[config.mk]
export PLATFORM = sky130hd
export DESIGN_NAME = rmst_csr
export DESIGN_NICKNAME = d
export VERILOG_FILES = /design/src/hw/rtl/rmst_pkg.sv /design/src/hw/rtl/rmst_csr.sv
export SDC_FILE = /design/constraint.sdc
export NUM_CORES = 1
export LEC_CHECK = 0
export ABC_AREA = 1
export BUFFER_PORTS_ARGS = -buffer_cell sky130_fd_sc_hd__buf_2
export CAP_MARGIN = 15
export CORE_UTILIZATION = 35
export DETAILED_ROUTE_END_ITERATION = 7
export HOLD_SLACK_MARGIN = 0.03
export PLACE_DENSITY_LB_ADDON = 0.08
export SYNTH_ARGS = -nofsm -noshare
export SYNTH_HDL_FRONTEND = slang
export SYNTH_SLANG_ARGS = --single-unit
[constraint.sdc]
create_clock -name clock -period 1.4 [get_ports clock]
set_clock_uncertainty 0.15 [all_clocks]
set_input_delay 0.14 -clock clock [delete_from_list [all_inputs] [get_ports clock]]
set_output_delay 0.14 -clock clock [all_outputs]
set_load 0.05 [all_outputs]
[src/hw/rtl/rmst_pkg.sv]
package rmst_pkg;

   localparam int VALUE_W = 31;
   localparam int POS_W   = 11;
   localparam int CFG_W   = 11;
   localparam int CSR_AW  = 3;
   localparam int CSR_DW  = 32;

   localparam logic signed [VALUE_W-1:0] SENTINEL = -31'sd1000000000;
   localparam logic signed [VALUE_W-1:0] VAL_MAX  = 31'sd1000000000;

   localparam logic [CFG_W-1:0] ENTRIES_RESET = 11'd1024;

   // register index taken from the word address bit
   localparam logic REG_ENTRIES = 1'b0;

   localparam logic ACT_UPDATE = 1'b0;
   localparam logic ACT_QUERY  = 1'b1;

   typedef enum logic [2:0] {
      ST_CLEAR,
      ST_IDLE,
      ST_UPD_LEAF,
      ST_UPD_MERGE,
      ST_QRY_START,
      ST_QRY_B,
      ST_QRY_SA,
      ST_QRY_OUT
   } seq_state_type;

endpackage

[src/hw/rtl/rmst_csr.sv]
module rmst_csr #(
   parameter int LEAVES = 1024
) (
   input  logic                          clock,
   input  logic                          reset,
   input  logic                          csr_psel,
   input  logic                          csr_penable,
   input  logic                          csr_pwrite,
   input  logic [rmst_pkg::CSR_AW-1:0]   csr_paddr,
   input  logic [rmst_pkg::CSR_DW-1:0]   csr_pwdata,
   output logic [rmst_pkg::CSR_DW-1:0]   csr_prdata,
   output logic                          csr_pready,
   output logic [$clog2(LEAVES):0]       tree_size,
   output logic                          cfg_clear
);

   localparam int LW = $clog2(LEAVES);
   localparam int SW = LW + 1;
   localparam int EW = (rmst_pkg::CFG_W > SW) ? rmst_pkg::CFG_W : SW;

   logic [rmst_pkg::CFG_W-1:0] entries_ff, entries_in;
   logic [SW-1:0]              size_ff, size_in;
   logic                       reg_idx;
   logic                       wr_hit;

   function automatic logic [SW-1:0] tree_size_of(input logic [rmst_pkg::CFG_W-1:0] n);
      logic [EW-1:0] want;
      logic [SW-1:0] s;
      logic          found;
      want  = (EW'(n) > EW'(LEAVES)) ? EW'(LEAVES) : EW'(n);
      s     = SW'(LEAVES);
      found = 1'b0;
      for (int i = 0; i <= LW; i++) begin
         if (!found && ((EW'(1) << i) >= want)) begin
            s     = SW'(1) << i;
            found = 1'b1;
         end
      end
      return s;
   endfunction

   assign reg_idx    = csr_paddr[rmst_pkg::CSR_AW-1];
   assign csr_pready = 1'b1;
   assign wr_hit     = csr_psel && csr_penable && csr_pwrite && csr_pready
                       && (reg_idx == rmst_pkg::REG_ENTRIES);
   assign cfg_clear  = wr_hit;
   assign tree_size  = size_ff;

   always_comb begin
      entries_in = entries_ff;
      size_in    = size_ff;
      if (wr_hit) begin
         entries_in = csr_pwdata[rmst_pkg::CFG_W-1:0];
         size_in    = tree_size_of(csr_pwdata[rmst_pkg::CFG_W-1:0]);
      end
   end

   always_ff @(posedge clock) begin
      if (reset) begin
         entries_ff <= rmst_pkg::ENTRIES_RESET;
         size_ff    <= tree_size_of(rmst_pkg::ENTRIES_RESET);
      end else begin
         entries_ff <= entries_in;
         size_ff    <= size_in;
      end
   end

   assign csr_prdata = (reg_idx == rmst_pkg::REG_ENTRIES)
                       ? rmst_pkg::CSR_DW'(entries_ff) : '0;

endmodule

# Yosys cells after proc, flatten, opt, wreduce, memory -nomap -nowiden
# Cells that the tools add are included.
[classes] order_cmp=12 mux=33 n_bitwise=1 n_reduce_logical=23
[op_table] operator="$mux 11" n=13
[op_table] operator="$mux 1" n=20
[op_table] operator="$logic_and 1x1->1" n=13
[op_table] operator="$ge 1x11->1 const A" n=1
[op_table] operator="$ge 10x11->1 const A" n=1
[op_table] operator="$ge 11x11->1 const A" n=1
[op_table] operator="$ge 2x11->1 const A" n=1
[op_table] operator="$ge 3x11->1 const A" n=1
[op_table] operator="$ge 4x11->1 const A" n=1
[op_table] operator="$ge 5x11->1 const A" n=1
[op_table] operator="$ge 6x11->1 const A" n=1
[op_table] operator="$ge 7x11->1 const A" n=1
[op_table] operator="$ge 8x11->1 const A" n=1
[op_table] operator="$ge 9x11->1 const A" n=1
[op_table] operator="$gt 11x11->1 const B" n=1
[op_table] operator="$logic_not 1->1" n=10
[op_table] operator="$not 1->1" n=1
[totals] reg_bits=22 input_bits=40 output_inout_bits=45 wordCells=71

# Depth between registers and ports, before layout
[depth] word_depth=44 ltp_mapped=9 depth_no_buf=9

# Worst setup path after synthesis
# OpenSTA, ideal clock, no wires.
[synth_timing] path_kind="input to output" from="input csr_paddr[2] in the netlist's numbering" to="output csr_prdata[0] in the netlist's numbering" arrival_ps=1000 t_required_ps=1110 slack_ps=110 path_stages=2 n_path_buf=1 path_cell_list="clkbuf_1 -> nor2_1"
[synth_via] elab_chain_len=1
[synth_rtl] element="from (decl)" line_no="rmst_csr.sv:9" source="input logic [rmst_pkg::CSR_AW-1:0] csr_paddr,"
[synth_rtl] element="$mux 11" line_no="rmst_csr.sv:69" source="? rmst_pkg::CSR_DW'(entries_ff) : '0;"
[synth_rtl] element="to (decl)" line_no="rmst_csr.sv:11" source="output logic [rmst_pkg::CSR_DW-1:0] csr_prdata,"
# No other way between the ends.

# Worst setup path in the final report
[layout_timing] from="input csr_paddr[2] in the netlist's numbering" to="output cfg_clear"
[layout_via] elab_chain_len=2
[layout_rtl] element="$not 1->1"
[layout_rtl] element="$logic_and 1x1->1" line_no="rmst_csr.sv:45" source="&& (reg_idx == rmst_pkg::REG_ENTRIES);"
[layout_rtl] element="to (decl)" line_no="rmst_csr.sv:14" source="output logic cfg_clear"
# No other way between the ends.

==> flow_metrics.tcl <==
set metrics [dict create \
    drc_errors 0 \
    pwr_density_cell_mw_per_mm2 819 \
    gp_congestion 0.836 \
    vias_per_cell 4.33 \
    start_kind "primary input" \
    clkTransAtPathRegs_ps 80 \
    root_buffer "clkbuf_8" \
    synth_warnings 0 \
    rsz0062_at_grt "false" \
    p_clk_frac 0.271 \
    power_frac_seq 0.451 \
    numCtsBuffers 3 \
    yosys.area.top_type_share 0.324 \
    yosys.area.top_type "dfxtp_1" \
    holdCritPathClass "in -> reg" \
    hpwlAfterDp_mm 2.49 \
    leakage_nw 0.889 \
    finalWorstPathRequiredPeriod_ps 1280 \
    hold_viol_final 0 \
    grt_pass1_wl_mm 5.29 \
    grt_pass1_vias 1190 \
    syn_to_final_growth_pct 29.0 \
    fin_crit_sh 0.915 \
    clock-sinks 22 \
    avgSynthCellArea_um2 6.79 \
    netSwitchingPower_uw 497 \
    antenna_found_initial 0 \
    status "completed" \
    cpPeakStageDelay_ps 270 \
    die_w_um 64.3 \
    pwr-share-comb 0.279 \
    cp_max_fo 7 \
    sw_frac_of_total 0.347 \
    port_buffers 39 \
    cp_slowest_cell "buf_2" \
    worstSkewPairLatency_ps 260 \
    synthTopCellsByArea "dfxtp_1, buf_4, a21oi_1" \
    maxClockFrequency_mhz 780 \
    core_area_mm2 0.00369 \
    critical_path.top_delay_family "buffers and inverters" \
    synthCells 200 \
    path_class "in -> out" \
    arrival_ps 990 \
    required_ps 1110 \
    drt_wl_total_mm 3.05 \
    grt.overflow.total 0 \
    htree_levels 1 \
    rows 22 \
    vias 1338 \
    dieArea_mm2 0.00414 \
    pin_count 85 \
    cts_tree "yes" \
    ys_seq_area_frac 0.324 \
    cts_resized 0 \
    antenna_cells 0 \
    drt_iter0_markers 65 \
    crit_path_cell_trace "buf_2 -> nor2_1 -> and3_1 -> buf_4 -> buf_2" \
    fin_setup_tns_ps 0 \
    drv_slew 0 \
    path_common_cell "buf_2" \
    grt_max_degree 14 \
    maxCapViolCount 0 \
    path_buf_inv 3 \
    ir_worst_vdd_mv 0.320 \
    critPathCaptureType "output pin" \
    gr-usage-all-layers 0.162 \
    power.internal_uw 938 \
    dr.pass1.iters 4 \
    layout.nets 303 \
    initial_core_util 0.368 \
    wl_per_cell_um 9.86 \
    drive_gt1_frac 0.314 \
    die_h_um 64.3 \
    ys_seq_elements 22 \
    hold_slack_ps 39.7 \
    power_mw 1.44 \
    netlist_area_mm2 0.00136 \
    synth_cell_types 26 \
    setup_viol 0 \
    cts_buffer_depth 2 \
    ant_nets 0 \
]
==> cell usage in the layout, fill, tap and decap left out, drive strengths merged <==
cell type / count
o21ai: 19
nand3: 12
and3: 1
buf: 65
dfxtp: 22
a21oi: 22
o211ai: 2
o21bai: 1
inv: 28
clkbuf: 3
dlygate4sd3: 3
nand3b: 2
nor3: 1
nand4: 5
conb: 22
nand2: 28
nor4: 1
nor2: 24
==> worst reg2reg max path, stage by stage (launching register included) <==
cell	delay (ps)
dfxtp_1	320
o21ai_0	160
a21oi_1	60
==> timing repair <==
item	in CTS	in global routing
hold endpoints to repair	9	0
hold buffers	3	0
buffers inserted	0	0
==> metrics by stage <==
stage | setup slack (ps) | util | std cells | cell area [µm²]
6_report | 119 | 0.475 | 309 | 1750
5_1_grt | 20.7 | 0.475 | 309 | 1750
4_1_cts | 115 | 0.475 | 309 | 1750
3_5_place_dp | -101 | 0.456 | 303 | 1680
3_3_place_gp | -92.6 | 0.456 | 303 | 1680
2_1_floorplan | 110 | - | 220 | 1430
==> power groups by stage <==
stage                     Combinational, mW  Sequential (mW)  Clock, mW
after floorplan                       0.310            0.676          0
after detailed placement              0.394            0.661          0
after global placement                0.394            0.661          0
final                                 0.400            0.647      0.388
after CTS                             0.401            0.647      0.403
after global routing                  0.433            0.649      0.437
==> cells in the mapped netlist (all sizes together) <==
| cell type | count |
|---|---|
| a21oi | 22 |
| o211ai | 2 |
| nor2 | 24 |
| nand3 | 12 |
| buf | 26 |
| dfxtp | 22 |
| o21ai | 19 |
| and3 | 1 |
| o21bai | 1 |
| inv | 28 |
| nand3b | 2 |
| conb | 2 |
| nand4 | 5 |
| nor3 | 1 |
| clkbuf | 4 |
| nor4 | 1 |
| nand2 | 28 |
==> sequential cells by signal, summed over array words and instances (netlist names) <==
| signal | cells |
|---|---|
| tree_size | 11 |
| entries_ff | 11 |
==> cells by family after synthesis <==
kind of cell,count (synthesis),share of synthesized area
buf+inv,58,0.227
flops,22,0.324
other cells,2,0.00553
compound gates,44,0.187
simple gates,74,0.257
==> layout make-up <==
cell class                      instances  area [µm²]
Timing Repair Buffer                   68         420
Tap cell                               48        60.1
Inverter                               28         105
Clock buffer                            3        41.3
Fill cell                             396        1940
Sequential cell                        22         440
Multi-Input combinational cell        140         686
==> worst paths after layout <==
path                       start              to  slack [ps]  cells after the start
setup reg to reg   entries_ff[7]   entries_ff[7]         610                      2
hold reg to reg    entries_ff[4]   entries_ff[4]         310                      2
hold / removal    csr_pwdata[10]  entries_ff[10]          40                      3
setup / recovery    csr_paddr[2]       cfg_clear         120                      5
==> layer usage <==
layer	share of wire	track usage	vias up	wire (µm)
met5	0	0	-	0
li1	-	-	720	-
met1	0.49	0.215	570	1500
met2	0.45	0.264	46	1380
met3	0.049	0.0268	2	148
met4	0.0062	0.0528	0	19
Power figures use the tool's default switching activity.
